--- src/hw/rtl/tsu_pkg.sv ---
// ----------------------------------------------------------------------------
// tsu_pkg
// Shared types and constants of the timer-sampled serial transceiver with
// receive queue.
// ----------------------------------------------------------------------------
package tsu_pkg;

   // receive queue geometry
   localparam int FIFO_DEPTH = 4;
   localparam int FIFO_IDX_W = (FIFO_DEPTH > 1) ? $clog2(FIFO_DEPTH) : 1;
   localparam int FIFO_CNT_W = $clog2(FIFO_DEPTH + 1);

   // field widths
   localparam int KIND_W   = 2;
   localparam int WORD_W   = 9;
   localparam int PERIOD_W = 16;
   localparam int LEVEL_W  = 3;
   localparam int CSR_IDX_W  = 2;
   localparam int CSR_DATA_W = 16;
   localparam int TX_SHIFT_W = 12;
   localparam int RX_SHIFT_W = 11;
   localparam int RX_CNT_W   = 4;

   // register reset values
   localparam logic [PERIOD_W-1:0] BIT_PERIOD_RESET = 16'd372;

   // sample counts that close a frame
   localparam logic [RX_CNT_W:0] FRAME_BITS_8N1 = 5'd10;
   localparam logic [RX_CNT_W:0] FRAME_BITS_9N1 = 5'd11;

   // item kinds
   typedef enum logic [KIND_W-1:0] {
      KIND_TICK = 2'd0,
      KIND_SEND = 2'd1,
      KIND_READ = 2'd2
   } kind_type;

   // register indexes
   typedef enum logic [CSR_IDX_W-1:0] {
      CSR_BIT_PERIOD = 2'd0,
      CSR_NINE_BIT   = 2'd1
   } csr_index_type;

   // one result item
   typedef struct packed {
      logic              tx_line;
      logic              tx_busy;
      logic              send_accepted;
      logic [WORD_W-1:0] read_data;
      logic              read_valid;
      logic [LEVEL_W-1:0] fifo_level;
      logic              frame_received;
   } rsp_type;

   // queue requests from the datapath
   typedef struct packed {
      logic rd_req;
      logic wr_req;
   } fifo_ctl_type;

   // queue status after the step
   typedef struct packed {
      logic                  popped;
      logic                  pushed;
      logic [FIFO_CNT_W-1:0] count;
   } fifo_sts_type;

endpackage

--- src/hw/rtl/timer_sampled_uart_with_rx_fifo_top.sv ---
// ----------------------------------------------------------------------------
// timer_sampled_uart_with_rx_fifo_top
// Tick-driven 8N1 / 9N1 serial transmitter and receiver with a receive queue.
// ----------------------------------------------------------------------------
//  channel | direction | handshake          | payload
//  req_    | in        | req_valid/req_stall | req_kind, req_tx_word, req_rx_level
//  rsp_    | out       | rsp_valid/rsp_stall | tx line, busy, send, read, level, frame
//  csr_    | in        | csr_valid/csr_ready | csr_index, csr_data
//
//  one item per cycle while req_stall is low: each item is one tick, worked in a
//  single pass into the result buffer, which registers its result
//  the phase counter, transmit shifter, receive sampler and queue form a
//  recurrence through their own registers, which sets the rate at one item per clock
//  a two-entry result buffer keeps taking items while a result waits;
//  req_stall rises only when both entries are held
//  synchronous reset clears all control state; the queue words are not cleared
// ----------------------------------------------------------------------------
module timer_sampled_uart_with_rx_fifo_top (
   input  logic                          clock,
   input  logic                          reset,
   // items in
   input  logic                          req_valid,
   output logic                          req_stall,
   input  logic [tsu_pkg::KIND_W-1:0]    req_kind,
   input  logic [tsu_pkg::WORD_W-1:0]    req_tx_word,
   input  logic                          req_rx_level,
   // results out
   output logic                          rsp_valid,
   input  logic                          rsp_stall,
   output logic                          rsp_tx_line,
   output logic                          rsp_tx_busy,
   output logic                          rsp_send_accepted,
   output logic [tsu_pkg::WORD_W-1:0]    rsp_read_data,
   output logic                          rsp_read_valid,
   output logic [tsu_pkg::LEVEL_W-1:0]   rsp_fifo_level,
   output logic                          rsp_frame_received,
   // register writes
   input  logic                          csr_valid,
   output logic                          csr_ready,
   input  logic [tsu_pkg::CSR_IDX_W-1:0] csr_index,
   input  logic [tsu_pkg::CSR_DATA_W-1:0] csr_data
);
   import tsu_pkg::*;

   // configuration
   logic [PERIOD_W-1:0]   bit_period_ff;
   logic                  nine_bit_ff;

   // tick state
   logic [PERIOD_W-1:0]   phase_ff, phase_in;
   logic [TX_SHIFT_W-1:0] tx_shift_ff, tx_shift_in;
   logic                  tx_level_ff, tx_level_in;
   logic                  rx_active_ff, rx_active_in;
   logic [PERIOD_W-1:0]   rx_phase_ff, rx_phase_in;
   logic [RX_SHIFT_W-1:0] rx_shift_ff, rx_shift_in;
   logic [RX_CNT_W-1:0]   rx_cnt_ff, rx_cnt_in;
   logic                  rx_prev_ff, rx_prev_in;

   logic                  accept;
   logic                  wrap;
   logic                  send_ok;
   logic [WORD_W-1:0]     tx_data;
   logic [RX_SHIFT_W-1:0] rx_data;
   logic [RX_CNT_W:0]     rx_bits;
   logic                  rx_stop;
   logic                  frame_ok;
   logic [PERIOD_W:0]     arm_sum;
   logic [PERIOD_W:0]     arm_wrap;
   logic [PERIOD_W:0]     period_ext;
   logic [PERIOD_W-1:0]   arm_phase;

   fifo_ctl_type          fifo_ctl;
   fifo_sts_type          fifo_sts;
   logic [WORD_W-1:0]     fifo_rd_word;
   logic [WORD_W-1:0]     fifo_wr_word;
   logic [FIFO_CNT_W+LEVEL_W-1:0] level_ext;
   rsp_type               rsp_in;
   rsp_type               rsp_out;

   assign accept    = req_valid && !req_stall;
   assign csr_ready = 1'b1;

   // register writes
   always_ff @(posedge clock) begin
      if (reset) begin
         bit_period_ff <= BIT_PERIOD_RESET;
         nine_bit_ff   <= 1'b0;
      end else if (csr_valid && csr_ready) begin
         case (csr_index)
            CSR_BIT_PERIOD: bit_period_ff <= csr_data[PERIOD_W-1:0];
            CSR_NINE_BIT:   nine_bit_ff   <= csr_data[0];
            default: begin
            end
         endcase
      end
   end

   // transmit: shift on wrap, then load a send when idle before the shift
   always_comb begin
      wrap        = (phase_ff >= bit_period_ff);
      tx_shift_in = tx_shift_ff;
      tx_level_in = tx_level_ff;
      if (wrap && (tx_shift_ff != '0)) begin
         tx_level_in = tx_shift_ff[0];
         tx_shift_in = tx_shift_ff >> 1;
      end
      send_ok = (kind_type'(req_kind) == KIND_SEND) && (tx_shift_ff == '0);
      tx_data = nine_bit_ff ? req_tx_word : {1'b0, req_tx_word[7:0]};
      if (send_ok) begin
         tx_shift_in = nine_bit_ff ? {2'b11, tx_data, 1'b0}
                                   : {1'b0, 2'b11, tx_data[7:0], 1'b0};
      end
   end

   // arming phase: edge phase plus half a period, folded into the period
   always_comb begin
      period_ext = {1'b0, bit_period_ff};
      arm_sum    = {1'b0, phase_ff} + {2'b00, bit_period_ff[PERIOD_W-1:1]};
      arm_wrap   = (arm_sum >= period_ext) ? (arm_sum - period_ext) : arm_sum;
      arm_phase  = (arm_wrap >= period_ext) ? '0 : arm_wrap[PERIOD_W-1:0];
   end

   // receive: sample on the armed phase or arm on a falling edge
   always_comb begin
      rx_active_in = rx_active_ff;
      rx_phase_in  = rx_phase_ff;
      rx_shift_in  = rx_shift_ff;
      rx_cnt_in    = rx_cnt_ff;
      rx_data      = {1'b0, rx_shift_ff[RX_SHIFT_W-1:1]};
      if (req_rx_level) begin
         if (nine_bit_ff) begin
            rx_data[10] = 1'b1;
         end else begin
            rx_data[9] = 1'b1;
         end
      end
      rx_bits  = {1'b0, rx_cnt_ff} + {{RX_CNT_W{1'b0}}, 1'b1};
      rx_stop  = nine_bit_ff ? rx_data[10] : rx_data[9];
      frame_ok = 1'b0;
      if (rx_active_ff) begin
         if (phase_ff == rx_phase_ff) begin
            if (rx_bits >= (nine_bit_ff ? FRAME_BITS_9N1 : FRAME_BITS_8N1)) begin
               frame_ok     = !rx_data[0] && rx_stop;
               rx_active_in = 1'b0;
               rx_cnt_in    = '0;
               rx_shift_in  = '0;
            end else begin
               rx_cnt_in   = rx_bits[RX_CNT_W-1:0];
               rx_shift_in = rx_data;
            end
         end
      end else if (rx_prev_ff && !req_rx_level) begin
         rx_phase_in  = arm_phase;
         rx_active_in = 1'b1;
         rx_shift_in  = '0;
         rx_cnt_in    = '0;
      end
      rx_prev_in   = req_rx_level;
      fifo_wr_word = rx_data[9:1];
      phase_in     = wrap ? '0 : (phase_ff + PERIOD_W'(1));
   end

   // receive queue
   assign fifo_ctl.rd_req = (kind_type'(req_kind) == KIND_READ);
   assign fifo_ctl.wr_req = frame_ok;

   tsu_rx_fifo u_rx_fifo (
      .clock   (clock),
      .reset   (reset),
      .en      (accept),
      .ctl     (fifo_ctl),
      .wr_word (fifo_wr_word),
      .rd_word (fifo_rd_word),
      .sts     (fifo_sts)
   );

   // result item
   always_comb begin
      level_ext             = {{LEVEL_W{1'b0}}, fifo_sts.count};
      rsp_in.tx_line        = tx_level_in;
      rsp_in.tx_busy        = (tx_shift_in != '0);
      rsp_in.send_accepted  = send_ok;
      rsp_in.read_data      = '0;
      if (fifo_sts.popped) begin
         rsp_in.read_data = nine_bit_ff ? fifo_rd_word : {1'b0, fifo_rd_word[7:0]};
      end
      rsp_in.read_valid     = fifo_sts.popped;
      rsp_in.fifo_level     = level_ext[LEVEL_W-1:0];
      rsp_in.frame_received = fifo_sts.pushed;
   end

   // tick state update
   always_ff @(posedge clock) begin
      if (reset) begin
         phase_ff     <= '0;
         tx_shift_ff  <= '0;
         tx_level_ff  <= 1'b1;
         rx_active_ff <= 1'b0;
         rx_phase_ff  <= '0;
         rx_shift_ff  <= '0;
         rx_cnt_ff    <= '0;
         rx_prev_ff   <= 1'b1;
      end else if (accept) begin
         phase_ff     <= phase_in;
         tx_shift_ff  <= tx_shift_in;
         tx_level_ff  <= tx_level_in;
         rx_active_ff <= rx_active_in;
         rx_phase_ff  <= rx_phase_in;
         rx_shift_ff  <= rx_shift_in;
         rx_cnt_ff    <= rx_cnt_in;
         rx_prev_ff   <= rx_prev_in;
      end
   end

   // result buffer
   tsu_rsp_buf u_rsp_buf (
      .clock     (clock),
      .reset     (reset),
      .in_push   (accept),
      .in_item   (rsp_in),
      .in_stall  (req_stall),
      .out_valid (rsp_valid),
      .out_item  (rsp_out),
      .out_stall (rsp_stall)
   );

   assign rsp_tx_line        = rsp_out.tx_line;
   assign rsp_tx_busy        = rsp_out.tx_busy;
   assign rsp_send_accepted  = rsp_out.send_accepted;
   assign rsp_read_data      = rsp_out.read_data;
   assign rsp_read_valid     = rsp_out.read_valid;
   assign rsp_fifo_level     = rsp_out.fifo_level;
   assign rsp_frame_received = rsp_out.frame_received;

   a_rx_idle_clear: assert property (@(posedge clock) disable iff (reset)
      !rx_active_ff |-> ((rx_cnt_ff == '0) && (rx_shift_ff == '0)))
      else $error("idle receiver holds frame state");

   a_rx_cnt_bound: assert property (@(posedge clock) disable iff (reset)
      rx_cnt_ff <= RX_CNT_W'(10))
      else $error("receive sample count beyond frame length");

   a_send_loads: assert property (@(posedge clock) disable iff (reset)
      (accept && send_ok) |=> (tx_shift_ff != '0))
      else $error("accepted send left the shifter idle");

   a_frame_level: assert property (@(posedge clock) disable iff (reset)
      (accept && fifo_sts.pushed) |-> (fifo_sts.count != '0))
      else $error("stored frame with empty queue");

endmodule

--- src/hw/rtl/tsu_rx_fifo.sv ---
// ----------------------------------------------------------------------------
// tsu_rx_fifo
// Receive word queue: pop first, then push into the room left after the pop.
// ----------------------------------------------------------------------------
module tsu_rx_fifo (
   input  logic                     clock,
   input  logic                     reset,
   input  logic                     en,
   input  tsu_pkg::fifo_ctl_type    ctl,
   input  logic [tsu_pkg::WORD_W-1:0] wr_word,
   output logic [tsu_pkg::WORD_W-1:0] rd_word,
   output tsu_pkg::fifo_sts_type    sts
);
   import tsu_pkg::*;

   logic [WORD_W-1:0]     mem [FIFO_DEPTH];
   logic [FIFO_IDX_W-1:0] head_ff, head_in;
   logic [FIFO_IDX_W-1:0] tail_ff, tail_in;
   logic [FIFO_CNT_W-1:0] count_ff, count_in;
   logic [FIFO_CNT_W-1:0] count_mid;
   logic                  pop;
   logic                  push;

   function automatic logic [FIFO_IDX_W-1:0] next_index(input logic [FIFO_IDX_W-1:0] i);
      if (i == FIFO_IDX_W'(FIFO_DEPTH - 1)) begin
         return '0;
      end
      return i + FIFO_IDX_W'(1);
   endfunction

   // oldest word, read at the tail
   assign rd_word = mem[tail_ff];

   // pop then push decisions
   always_comb begin
      pop       = en && ctl.rd_req && (count_ff != '0);
      count_mid = count_ff - FIFO_CNT_W'(pop);
      push      = en && ctl.wr_req && (count_mid < FIFO_CNT_W'(FIFO_DEPTH));
      count_in  = count_mid + FIFO_CNT_W'(push);
      head_in   = push ? next_index(head_ff) : head_ff;
      tail_in   = pop ? next_index(tail_ff) : tail_ff;
      sts.popped = pop;
      sts.pushed = push;
      sts.count  = count_in;
   end

   // pointers and fill count
   always_ff @(posedge clock) begin
      if (reset) begin
         head_ff  <= '0;
         tail_ff  <= '0;
         count_ff <= '0;
      end else begin
         head_ff  <= head_in;
         tail_ff  <= tail_in;
         count_ff <= count_in;
      end
   end

   // word storage
   always_ff @(posedge clock) begin
      if (push) begin
         mem[head_ff] <= wr_word;
      end
   end

   a_count_bound: assert property (@(posedge clock) disable iff (reset)
      count_ff <= FIFO_CNT_W'(FIFO_DEPTH))
      else $error("receive queue count beyond depth");

   a_ptr_gap: assert property (@(posedge clock) disable iff (reset)
      (count_ff == '0) |-> (head_ff == tail_ff))
      else $error("empty queue with pointers apart");

   a_pop_step: assert property (@(posedge clock) disable iff (reset)
      (pop && !push) |=> (count_ff == $past(count_ff) - FIFO_CNT_W'(1)))
      else $error("pop did not lower the count");

endmodule

--- src/hw/rtl/tsu_rsp_buf.sv ---
// ----------------------------------------------------------------------------
// tsu_rsp_buf
// Two-entry result buffer: output register plus skid stage.
// ----------------------------------------------------------------------------
module tsu_rsp_buf (
   input  logic              clock,
   input  logic              reset,
   input  logic              in_push,
   input  tsu_pkg::rsp_type  in_item,
   output logic              in_stall,
   output logic              out_valid,
   output tsu_pkg::rsp_type  out_item,
   input  logic              out_stall
);
   import tsu_pkg::*;

   rsp_type    head_ff, head_in;
   rsp_type    spare_ff, spare_in;
   logic [1:0] count_ff, count_in;
   logic       pop;

   assign out_valid = (count_ff != 2'd0);
   assign out_item  = head_ff;
   assign in_stall  = (count_ff == 2'd2);
   assign pop       = out_valid && !out_stall;

   // occupancy update
   always_comb begin
      head_in  = head_ff;
      spare_in = spare_ff;
      count_in = count_ff;
      case (count_ff)
         2'd0: begin
            if (in_push) begin
               head_in  = in_item;
               count_in = 2'd1;
            end
         end
         2'd1: begin
            if (pop && in_push) begin
               head_in = in_item;
            end else if (pop) begin
               count_in = 2'd0;
            end else if (in_push) begin
               spare_in = in_item;
               count_in = 2'd2;
            end
         end
         2'd2: begin
            if (pop) begin
               head_in  = spare_ff;
               count_in = 2'd1;
            end
         end
         default: begin
            count_in = 2'd0;
         end
      endcase
   end

   // control state
   always_ff @(posedge clock) begin
      if (reset) begin
         count_ff <= 2'd0;
      end else begin
         count_ff <= count_in;
      end
   end

   // item registers
   always_ff @(posedge clock) begin
      head_ff  <= head_in;
      spare_ff <= spare_in;
   end

endmodule
--- config.mk ---
export PLATFORM = sky130hd
export DESIGN_NAME = timer_sampled_uart_with_rx_fifo_top
export DESIGN_NICKNAME = d
export VERILOG_FILES = /design/src/hw/rtl/tsu_pkg.sv /design/src/hw/rtl/timer_sampled_uart_with_rx_fifo_top.sv /design/src/hw/rtl/tsu_rx_fifo.sv /design/src/hw/rtl/tsu_rsp_buf.sv
export SDC_FILE = /design/constraint.sdc
export NUM_CORES = 1
export LEC_CHECK = 0
export BUFFER_PORTS_ARGS = -buffer_cell sky130_fd_sc_hd__buf_2
export CORE_MARGIN = 2
export CORE_UTILIZATION = 37
export DETAILED_ROUTE_END_ITERATION = 8
export PLACE_DENSITY = 0.58
export SYNTH_ARGS = -nofsm -noshare
export SYNTH_HDL_FRONTEND = slang
export SYNTH_SLANG_ARGS = --single-unit
--- constraint.sdc ---
create_clock -name clock -period 6.17 [get_ports clock]
set_clock_uncertainty 0.05 [all_clocks]
set_input_delay 0.3085 -clock clock [delete_from_list [all_inputs] [get_ports clock]]
set_output_delay 0.3085 -clock clock [all_outputs]
set_load 0.005 [all_outputs]
* Word level (Yosys, flattened, before mapping) *
Memory sizes are Yosys's and may differ from the RTL's. A register that Yosys moved wholly into a read port is not among the register bits.
Cells that the tools add are included.

storage, ports and cells
  memories = 1
  flip-flop bits (word level) = 122
  bits in writable memories = 36
  input port bits = 35

cells by class
  eq/ne operators = 14
  $add $sub $neg = 8
  mux-type cells = 50
  bitwise gates (word level) = 3
  $lt $le $gt $ge = 5
  reductions and logical operators = 31

memory list
  name           words  width  rd ports  clocked after memory_dff  write ports  RTL line           source
  u_rx_fifo.mem  4      9      1         1                         1            tsu_rx_fifo.sv:16  logic [WORD_W-1:0] mem [FIFO_DEPTH];

operators with widths
  cell                                                  count
  two-way mux 17 bit                                    4
  one-hot mux 17 bit (3 select lines)                   1
  two-way mux 11 bit                                    4
  two-way mux 12 bit                                    3
  greater-or-equal comparator 17 x 16 -> 1 bit          2
  two-way mux 16 bit                                    2
  two-way mux 9 bit                                     3
  two-way mux 2 bit                                     12
  nonzero test 12 bit                                   2
  adder 16 x 15 -> 17 bit                               1
  subtractor 17 x 16 -> 17 bit                          1
  adder 16 x 1 -> 16 bit (second input constant)        1
  equality test 16 bit                                  1
  greater-or-equal comparator 16 bit                    1
  two-way mux 1 bit                                     16
  two-way mux 4 bit                                     4
  logical NOT 12 bit                                    1
  AND reduction 4 bit                                   3
  logical AND 1 bit                                     11
  equality test 2 bit (second input constant)           4
  != test 2 x 1 -> 1 bit (second input constant)        4
  equality test 2 x 1 -> 1 bit (second input constant)  3
  one-hot mux 2 bit (3 select lines)                    1
  AND reduction 3 bit                                   2
  other kinds (14)                                      24

* Depth between registers and ports, before layout *
  depth after elaboration = 12
  depth in mapped cells = 26

* By module *
A second synthesis with hierarchy kept.

unflattened totals
  cells, all modules = 897
  area, all modules = 9036.2 um^2

modules (own cells, without submodules)
  module                               area each (um^2)  sequential area each (um^2)  cells an instance  times used
  timer_sampled_uart_with_rx_fifo_top  5840.6            1561.5                       732                1
  tsu_rx_fifo                          1803.0            1261.2                       97                 1
  tsu_rsp_buf                          1392.6            1061.0                       68                 1

* Worst setup path before layout *
No wires, ideal clock.

  path kind = register to register
  from = reg bit_period_ff[1]
  to = reg rx_phase_ff[11]
  period minus slack after synthesis = 5074 ps
  slack = 1096 ps
  path buffers = 2
  stages on the path, launching flop included = 24
  arrival time = 4959 ps
  path through = dfxtp_1 > ha_1 > fa_1 > a211oi_2 > o21a_1 > o22ai_1 > o41ai_1 > xnor2_1 > ha_1 > and3_1 > a31oi_1 > nand3_4 > buf_6 > a31o_2 > ha_1 > a21o_1 > a21oi_1 > nand2_1 > a211oi_1 > o21ai_1 > a211oi_4 > buf_4 > a22oi_1 > nor2_1

on the way
  cells in the longest elaborated chain, start to end = 5
  elaborated cells on any way between the ends = 6

RTL lines
  item                                                                                                 RTL line                                    source
  start, declared                                                                                      timer_sampled_uart_with_rx_fifo_top.sv:46   logic [PERIOD_W-1:0] bit_period_ff;
  start signal, assigned                                                                               timer_sampled_uart_with_rx_fifo_top.sv:90   CSR_BIT_PERIOD: bit_period_ff <= csr_data[PERIOD_W-1:0];
  adder 16 x 15 -> 17 bit                                                                              timer_sampled_uart_with_rx_fifo_top.sv:118  arm_sum = {1'b0, phase_ff} + {2'b00, bit_period_ff[PERIOD_W-1:1]};
  subtractor 17 x 16 -> 17 bit / greater-or-equal comparator 17 x 16 -> 1 bit (equally long branches)  timer_sampled_uart_with_rx_fifo_top.sv:119  arm_wrap = (arm_sum >= period_ext) ? (arm_sum - period_ext) : arm_sum;
  two-way mux 17 bit                                                                                   timer_sampled_uart_with_rx_fifo_top.sv:119
  greater-or-equal comparator 17 x 16 -> 1 bit                                                         timer_sampled_uart_with_rx_fifo_top.sv:120  arm_phase = (arm_wrap >= period_ext) ? '0 : arm_wrap[PERIOD_W-1:0];
  two-way mux 16 bit *                                                                                 timer_sampled_uart_with_rx_fifo_top.sv:120
  end signal, assigned                                                                                 timer_sampled_uart_with_rx_fifo_top.sv:208  rx_phase_ff <= rx_phase_in;
  end, declared                                                                                        timer_sampled_uart_with_rx_fifo_top.sv:54   logic [PERIOD_W-1:0] rx_phase_ff, rx_phase_in;

Mark *: on every way between the ends. The rest lies on a longest branch, timed or not.
A chain may end at the register's enable or synchronous reset.

* Worst setup path after layout *
  from = reg bit_period_ff[1]
  to = reg rx_phase_ff[6]

The elaborated chain is that of the path after synthesis.

==> parameters.txt <==
Parameter                              Value

Outcome
  Run status    finished clean

Yosys
  Flops & latches, synth    159
  Warnings, synthesis    0
  Mapped Cells    between 900 and 1k
  Most common flop cell mapped by yosys    sky130_fd_sc_hd__dfxtp_1
  Number of nets produced by synthesis    just over 1k
  Post-synthesis cell area    9158 um^2
  Post-synthesis async set-or-reset flop share    0%
  Proportion of synthesized chip area in sequential cells    a little over two fifths
  Syn_area_per_cell    10.14 um^2
  Number of synthesized flops with an enable pin    70
  Netlist cell types    87

Timing
  Fin. max-slew vios    0
  Setup violation total in the final timing report    0
  Worst-Margin Slew    ~1200 ps
  Number of hold violations in the final report    0
  Setup repair after global routing missed its margin    no
  Accumulated negative setup slack    0 ps
  Worst slew margin relative to its limit    20.93%
  Clock period minus final worst setup slack    between 5000 and 6000 ps
  Final Cycle Share    around 94%
  Max Fclk    171.9 MHz

CTS
  Clock tree from TritonCTS    built
  CTS clk-pin slew, worst paths    80 ps
  Count of hold buffers inserted by post-cts repair    0
  CTS Buf Count    17
  Number of clock sinks    ~160
  CTS max path bufs    2
  CTS root buf    sky130_fd_sc_hd__clkbuf_16
  Clock latency on the worst-skew pair    between 400 and 500 ps
  Deepest level of the CTS H-tree    4

Cells and area
  Post-route cell area    approximately 10000 um^2
  Area grow syn2layout    14.46%
  Share of final-layout standard cells stronger than drive strength 1    between 10% and 20%
  Total area of multi-input combinational cells    4982 um^2
  Register cell area after layout    3884 um^2
  Fill cell instance count of the final layout    roughly 2.3k
  Antenna diode count    0
  Net count of the finished layout    1077

Global route
  Pin count of the biggest net entering global routing    60
  Wire length of the first global-routing pass    around 36 mm
  Via count of the first global-routing pass    ~6.4k
  Tot GR Track Use    17.43%
  Antenna violations before repair    0
  Remaining global-route overflow    0

Floorplan
  Floorplan die height    161.3 um
  Row Count    between 50 and 60
  Initial Utilization    37.65%
  Area of the core    24320 um^2
  Top-level I/O count    55
  Die area    roughly 26000 um^2
  Die W    ~160 um

Hold path
  End point of the most critical hold path    bit_period_ff[8]
  Worst Hold Path Cells    3
  Start point of the worst min-delay path    csr_data[8]
  Path type of the worst min-delay path    primary input to flip-flop

Power
  Areal power density over the cells    roughly 250 nW/um^2
  Leakage Power    ~4.3 nW
  Maximum vdd drop    ~0.18 mV
  Final Power    0.002630 W

Route
  Antenna-violating nets left    0
  Post-DR wirelength/cell    around 17 um
  Number of detailed-routing iterations run before antenna repair    5
  DRT Wirelength    22.31 mm
  Via count normalized by instance count    approximately 5.4
  Routed vias    roughly 7k
  Post-route DRC violation count    0
  Number of DRC markers in iteration 0    around 460

Worst setup path
  R2R Path End    rx_phase_ff[6]
  Category of the worst setup path launch point    flip-flop
  Slack of the worst reg-to-reg path    between 300 and 400 ps
  Data required, critical path    ~6500 ps
  Worst flop-to-flop path startpoint    bit_period_ff[1]
  Max FO, Critical Path    10
  Data arrival at the endpoint of the critical path    a little over 6000 ps
  Path depth of the worst reg2reg path    23
  Type of element capturing the critical path    flip-flop
  Setup CP Type    flip-flop to flip-flop

Placement
  RD Place Congestion    about 0.91
  Post-detailed-placement half-perimeter wirelength    approximately 16 mm
  Count of input and output buffers    between 50 and 60
  DP Area    slightly below 10000 um^2

Run
  Number of maximum-capacitance constraint violations    0
==> per-layer routing <==
layer	global-route usage, %	vias up	wire [um]	part of all wire [%]
li1	-	3441	-	-
met5	0	-	0	0
met3	2.979	24	840	3.8
met4	4.424	0	342	1.5
met1	25.54	3338	11190	50
met2	26.65	163	9934	45
==> sequential cells by signal (all words and copies together), names as in the netlist, 4 cells and up, named ones only <==
name,flops
bit_period_ff,16
u_rsp_buf.out_item,17
rx_shift_ff,10
rx_phase_ff,16
rx_cnt_ff,4
phase_ff,16
u_rsp_buf.spare_ff,17
tx_shift_ff,12
u_rx_fifo.mem,36
==> cell usage in the layout (no fill, tap or decap), drive strengths merged, types with 7 or more instances in the layout <==
cell type / synthesis / routed
nor2: 89 / 89
dfxtp: 89 / 89
nand2: 78 / 78
ha: 75 / 75
buf: 15 / 74
edfxtp: 70 / 70
a21oi: 62 / 62
inv: 44 / 52
o21ai: 29 / 29
xor2: 28 / 28
xnor2: 28 / 28
a22oi: 23 / 23
a21o: 23 / 23
nand3: 19 / 20
nor2b: 18 / 18
nor3: 18 / 18
mux2: 18 / 18
clkbuf: 17 / 17
o211ai: 14 / 14
nand4: 13 / 13
o21a: 10 / 10
mux4: 9 / 9
a211oi: 9 / 9
nand2b: 7 / 7
and3: 7 / 7
clkinv: 0 / 7
==> final cells by class <==
type	instances	share of cell area, %
multi-input cells	669	47.53
flip-flops and latches	159	37.05
clock buffers	17	4.059
repair buffers	74	4.035
well taps	324	3.868
clock inverters	15	1.874
inverters	44	1.576
==> how the worst max path moves through the flow <==
stage	startpoint	end	cells past startpoint
global placement	bit_period_ff[1]	rx_phase_ff[10]	24
CTS	bit_period_ff[1]	rx_phase_ff[6]	22
detailed placement	bit_period_ff[1]	rx_phase_ff[5]	24
finish	bit_period_ff[1]	rx_phase_ff[6]	23
global route	bit_period_ff[1]	rx_phase_ff[7]	24
floorplan	bit_period_ff[1]	rx_phase_ff[11]	23
==> where the power goes <==
group / total (W) / switching [W] / internal, W / leakage, nW
Combinational: 0.000412 / 0.000233 / 0.000178 / 2.68
Sequential: 0.00114 / 0.0000195 / 0.00112 / 1.36
Clock: 0.00108 / 0.000519 / 0.000557 / 0.302
==> synth_stat cells (all sizes together), types with 19 or more instances <==
| cell type | count | area [um^2] |
|---|---|---|
| a22oi | 23 | 172.7 |
| nor2 | 89 | 334.1 |
| o21ai | 29 | 145.1 |
| edfxtp | 70 | 2102 |
| a21oi | 62 | 317.8 |
| inv | 44 | 165.2 |
| xnor2 | 28 | 245.2 |
| a21o | 23 | 173.9 |
| dfxtp | 89 | 1782 |
| ha | 75 | 938.4 |
| nand2 | 78 | 295.3 |
| xor2 | 28 | 245.2 |
| nand3 | 19 | 112.6 |
==> stage by stage <==
step	util (%)	setup slack [ps]	hold slack, ps	instances
6_report	43.10	351.2	43.95	1302
5_1_grt	43.10	12.66	49.52	1302
4_1_cts	42.55	321.3	38.80	1292
3_5_place_dp	39.99	369.5	413.6	1260
3_3_place_gp	39.99	527.9	409.2	1260
2_1_floorplan	-	1096	382.7	903
==> critical path: stages, from the launching register on <==
cell and delay, ps:
sky130_fd_sc_hd__dfxtp_1 360, sky130_fd_sc_hd__ha_1 240, sky130_fd_sc_hd__fa_1 430, sky130_fd_sc_hd__a211oi_2 350, sky130_fd_sc_hd__o21ai_0 170, sky130_fd_sc_hd__a21oi_1 240, sky130_fd_sc_hd__xnor2_1 170, sky130_fd_sc_hd__ha_1 330
sky130_fd_sc_hd__and3_1 200, sky130_fd_sc_hd__a221oi_1 380, sky130_fd_sc_hd__nand2_1 190, sky130_fd_sc_hd__o211ai_4 320, sky130_fd_sc_hd__nand3_4 190, sky130_fd_sc_hd__buf_4 220, sky130_fd_sc_hd__mux2_4 310, sky130_fd_sc_hd__ha_1 310
sky130_fd_sc_hd__nand3_1 90, sky130_fd_sc_hd__nor2_1 50, sky130_fd_sc_hd__a311oi_2 290, sky130_fd_sc_hd__o21ai_2 130, sky130_fd_sc_hd__a211oi_4 280, sky130_fd_sc_hd__buf_4 230, sky130_fd_sc_hd__a22oi_1 80, sky130_fd_sc_hd__nor2_1 110
==> cell families (layout without fill, tap and decap cells) <==
logic type	count (synthesis)	count (layout)	share of synthesized area, %
and+or+nand+nor	284	285	15.52
xor gates and xnor gates	56	56	5.356
muxes	33	33	5.288
adders and majority gates	77	77	10.68
buffers and inverters	76	150	4.017
DFF	159	159	42.41
AOI/OAI and AO/OA	217	217	16.68
other	1	1	0.04095
==> repair_timing <==
action | CTS | global route
endpoints found under the setup margin | 0 | 14
hold endpoints to repair | 0 | 0
resized for setup | 0 | 9
setup buffers | 0 | 9
(Power assumes the default switching activity.)
